### src/hw/rtl/lpl_pkg.sv
// ----------------------------------------------------------------------------
// Lookahead peak limiter package
// Shared constants, register indexes, sequencer states and divider types.
// ----------------------------------------------------------------------------
package lpl_pkg;

  // Default ring depth per channel
  localparam int unsigned RING_DEPTH_DEF = 512;

  // Configuration register indexes
  localparam logic [2:0] CFG_ENABLE    = 3'd0;
  localparam logic [2:0] CFG_CHANNELS  = 3'd1;
  localparam logic [2:0] CFG_LOOKAHEAD = 3'd2;
  localparam logic [2:0] CFG_RELEASE   = 3'd3;
  localparam logic [2:0] CFG_THRESHOLD = 3'd4;

  // Configuration reset values
  localparam logic        ENABLE_RST    = 1'b1;
  localparam logic [1:0]  CHANNELS_RST  = 2'd2;
  localparam logic [9:0]  LOOKAHEAD_RST = 10'd48;
  localparam logic [15:0] RELEASE_RST   = 16'd65400;
  localparam logic [15:0] THRESHOLD_RST = 16'd32768;

  // Unity gain in Q1.16
  localparam logic [16:0] UNITY_GAIN = 17'h10000;

  // Quotient bits produced by the divider, one per cycle
  localparam int unsigned DIV_STEPS = 16;

  // Sequencer states
  typedef enum logic [3:0] {
    ST_CLEAR,
    ST_IDLE,
    ST_PASS,
    ST_SCAN,
    ST_TAIL,
    ST_REL,
    ST_REL_ADD,
    ST_GAIN,
    ST_DIV,
    ST_MUL_L,
    ST_MUL_R,
    ST_DONE
  } state_e;

  // Divider request and response
  typedef struct packed {
    logic        start;
    logic [15:0] num;
    logic [15:0] den;
  } div_req_t;

  typedef struct packed {
    logic        done;
    logic [15:0] quot;
  } div_rsp_t;

endpackage

### src/hw/rtl/lpl_div.sv
// ----------------------------------------------------------------------------
// Gain divider
// Restoring divider for (num << 16) / den with num < den; one quotient bit
// per cycle, done pulses for one cycle when the quotient is ready.
// ----------------------------------------------------------------------------
module lpl_div (
  input  logic             clk_i,
  input  logic             rst_ni,
  input  lpl_pkg::div_req_t req_i,
  output lpl_pkg::div_rsp_t rsp_o
);

  logic        busy_q, busy_d;
  logic        done_q, done_d;
  logic [3:0]  cnt_q, cnt_d;
  logic [15:0] rem_q, rem_d;
  logic [15:0] den_q, den_d;
  logic [15:0] quot_q, quot_d;
  logic [16:0] rem_sh;
  logic [16:0] rem_sub;
  logic        q_bit;

  // One shift-subtract step
  always_comb begin
    rem_sh  = {rem_q, 1'b0};
    rem_sub = rem_sh - {1'b0, den_q};
    q_bit   = (rem_sh >= {1'b0, den_q});

    busy_d = busy_q;
    done_d = 1'b0;
    cnt_d  = cnt_q;
    rem_d  = rem_q;
    den_d  = den_q;
    quot_d = quot_q;

    if (req_i.start) begin
      busy_d = 1'b1;
      cnt_d  = '0;
      rem_d  = req_i.num;
      den_d  = req_i.den;
    end else if (busy_q) begin
      rem_d  = q_bit ? rem_sub[15:0] : rem_sh[15:0];
      quot_d = {quot_q[14:0], q_bit};
      cnt_d  = cnt_q + 4'd1;
      if (cnt_q == 4'(lpl_pkg::DIV_STEPS - 1)) begin
        busy_d = 1'b0;
        done_d = 1'b1;
      end
    end
  end

  // Control state
  always_ff @(posedge clk_i or negedge rst_ni) begin
    if (!rst_ni) begin
      busy_q <= 1'b0;
      done_q <= 1'b0;
      cnt_q  <= '0;
    end else begin
      busy_q <= busy_d;
      done_q <= done_d;
      cnt_q  <= cnt_d;
    end
  end

  // Operands and partial quotient
  always_ff @(posedge clk_i) begin
    rem_q  <= rem_d;
    den_q  <= den_d;
    quot_q <= quot_d;
  end

  assign rsp_o.done = done_q;
  assign rsp_o.quot = quot_q;

endmodule

### config.mk
export PLATFORM = sky130hd
export DESIGN_NAME = lpl_div
export DESIGN_NICKNAME = d
export VERILOG_FILES = /design/src/hw/rtl/lpl_pkg.sv /design/src/hw/rtl/lpl_div.sv
export SDC_FILE = /design/constraint.sdc
export NUM_CORES = 1
export LEC_CHECK = 0
export ABC_AREA = 1
export BUFFER_PORTS_ARGS = -buffer_cell sky130_fd_sc_hd__buf_2
export CORE_MARGIN = 1
export CORE_UTILIZATION = 30
export DETAILED_ROUTE_END_ITERATION = 6
export PLACE_DENSITY = 0.53
export SYNTH_ARGS = -nofsm -noshare
export SYNTH_HDL_FRONTEND = slang
export SYNTH_SLANG_ARGS = --single-unit
### constraint.sdc
create_clock -name clk_i -period 3.14 [get_ports clk_i]
set_clock_uncertainty 0.2 [all_clocks]
set_input_delay 0.628 -clock clk_i [delete_from_list [all_inputs] [get_ports clk_i]]
set_output_delay 0.628 -clock clk_i [all_outputs]
set_load 0.1 [all_outputs]
==> results.json <==
{
  "status": "complete, no violations",
  "start_kind": "register",
  "postCtsSetupRepairBufs": 0,
  "multi_input_area_mm2": 0.001454,
  "die_area_mm2": 0.01170,
  "ant_nets": 0,
  "synth_top_area_cell": "edfxtp_1",
  "grt_overflow": 0,
  "synth_nets": 452,
  "seq_area_frac_synth_pct": 47.08,
  "synth_seq_cells": 54,
  "cp-end-kind": "register",
  "fin_crit_sh_pct": 80.03,
  "gp_congestion": 0.9038,
  "cts_tree": "built",
  "setup_tns_ps": 0,
  "min_period_ps": 2513,
  "vias": 2678,
  "antenna_cells": 0,
  "dr.first_iter.drc_count": 113,
  "fin_util_pct": 35.67,
  "worst-setup-path-type": "register to register",
  "cts_buffers": 5,
  "fp-row-count": 38,
  "drv_cap": 0,
  "portBuffers": 51,
  "postRouteWirelength_mm": 7.623,
  "die_x_um": 108.2,
  "hold_class": "register to register",
  "core-area_mm2": 0.01089,
  "clockBufferDepth": 2,
  "syn_area_per_cell_um2": 8.473,
  "synth_edf_count": 48,
  "ys_async_sr_fraction_pct": 11.11,
  "drcViolationCount": 0,
  "synthCells": 399,
  "cts_root_buf": "clkbuf_8",
  "synth_top_area_share_pct": 42.64,
  "grt_pass1_wl_mm": 12.79,
  "ioPinCount": 52,
  "arrival_ps": 2410,
  "yosys-top-cells-area": "edfxtp_1 43%, nand2_1 15%, inv_1 7.3%, ha_1 6.3%, nand3_1 5.8%",
  "p_leak_nw": 1.958,
  "p_per_area_mw_per_mm2": 812.7,
  "slew_headroom_pct": 47.20,
  "yosys_warnings": 0,
  "antenna_found_initial": 0,
  "worstPathRequired_ps": 3040,
  "path_clk_slew_ps": 110,
  "syn2layout_area_growth_pct": 14.88,
  "start_util_pct": 31.05,
  "drt-vias-per-instance": 4.501,
  "tightestPinTransition_ps": 790.1,
  "wl_per_cell_um": 12.81,
  "synthDistinctLibCells": 31,
  "synthFlopType": "edfxtp_1",
  "dp_hpwl_mm": 5.794,
  "setup_violations": 0,
  "max_freq_mhz": 397.9,
  "drive_above_1_share_pct": 19.78,
  "final_max_slew_viol_count": 0,
  "clkSinkCount": 54,
  "rsz0062_at_grt": "false",
  "final_nets": 507,
  "crit_fanout": 17,
  "grt_pass1_vias": 2655,
  "dr.pass1.iters": 5,
  "cts.htree.levels": 2,
  "ir_drop_uv": 245.6,
  "seqCellArea_mm2": 0.001592,
  "syn-cell-area_mm2": 0.003381,
  "chipHeight_um": 108.2,
  "yosysMostFrequentCell": "nand2_1",
  "netlist_top_cells_count": "133 x nand2_1, 66 x inv_1, 48 x edfxtp_1",
  "hold_viol": 0,
  "cts_resized": 0,
  "grt_max_degree": 22,
  "clk_latency_ps": 330,
  "grt_use_total_pct": 14.28,
  "nFillCells": 1124
}
stage by stage:
step / power (mW) / instances / area [µm²] / worst slack (ps) / hold slack (ps)
after floorplan: 2.375 / 399 / 3381 / 1059 / 132.4
after global placement: 2.669 / 586 / 3757 / 681.6 / 228.3
after detailed placement: 2.674 / 586 / 3757 / 648.4 / 234.0
after CTS: 3.181 / 595 / 3884 / 629.6 / 256.6
after global routing: 3.440 / 595 / 3884 / 427.8 / 253.4
final: 3.156 / 595 / 3884 / 627.0 / 255.5
worst max-delay path: stages, from the launching register on:
cell and delay [ps]:
edfxtp_1 400, ha_1 370, nand2_1 120, nand2_1 80, nand2_1 60, nand2_1 60, nand2_1 60, nand2_1 80
nor2_4 400, nand2_4 260, nand3_1 130, nand2_1 50
final timing paths:
path	from	cells after the start	slack [ps]	to
min	quot_q[8]	0	260	quot_q[9]
max	rem_q[9]	11	630	rem_q[0]
min reg2reg	quot_q[8]	0	260	quot_q[9]
max reg2reg	rem_q[9]	11	630	rem_q[0]
max in group asynchronous	rst_ni	2	2140	cnt_q[0]
min in group asynchronous	rst_ni	2	450	cnt_q[3]
area by class of cell:
type / instances / share of cell area [%]
Clock inverter: 1 / 0.2255
Clock buffer: 7 / 2.771
Timing Repair Buffer: 56 / 7.603
Tap cell: 140 / 4.510
Sequential cell: 54 / 40.98
Multi-Input combinational cell: 270 / 37.44
Inverter: 67 / 6.476
where the power goes:
| part | internal, mW | switching [mW] |
|---|---|---|
| combinational | 0.556 | 1.10 |
| sequential | 0.950 | 0.0648 |
| clock | 0.231 | 0.255 |
cells in the final DEF, fill, tap and decap left out, types with 6 or more instances in the layout:
| cell | Yosys | routed |
|---|---|---|
| nand2_1 | 133 | 133 |
| inv_1 | 66 | 66 |
| buf_2 | 1 | 51 |
| edfxtp_1 | 48 | 48 |
| nand3_1 | 39 | 39 |
| ha_1 | 17 | 17 |
| nor2_1 | 14 | 14 |
| nand2_2 | 12 | 12 |
| nand3b_1 | 11 | 11 |
| a21oi_1 | 8 | 8 |
| nand4_1 | 7 | 7 |
| dfrtp_1 | 6 | 6 |
| clkbuf_8 | 1 | 6 |
metal layers:
metal	GRT usage [%]	share of wire, %	vias to the layer above
li1	-	-	1386
met1	19.10	49	1237
met2	23.11	46	49
met4	5.186	1.1	0
met3	2.411	3.2	6
met5	0	0	-
sequential cells by signal, summed over array words and instances, names as in the netlist:
signal	flops
busy_q	1
cnt_q	4
den_q	16
done_q	1
quot_q	16
rem_q	16
timing repair:
item | CTS | global route
endpoints found under the hold margin | 6 | 0
setup endpoints to repair | 0 | 0
hold buffers | 1 | 0
cell families after synthesis:
| logic type | share of synthesized area [%] |
|---|---|
| xor gates and xnor gates | 1.554 |
| and+or+nand+nor | 32.98 |
| buffers and inverters | 9.918 |
| DFF | 47.08 |
| AOI/OAI and AO/OA | 1.592 |
| adders and majority gates | 6.884 |
Power figures use the tool's default switching activity.
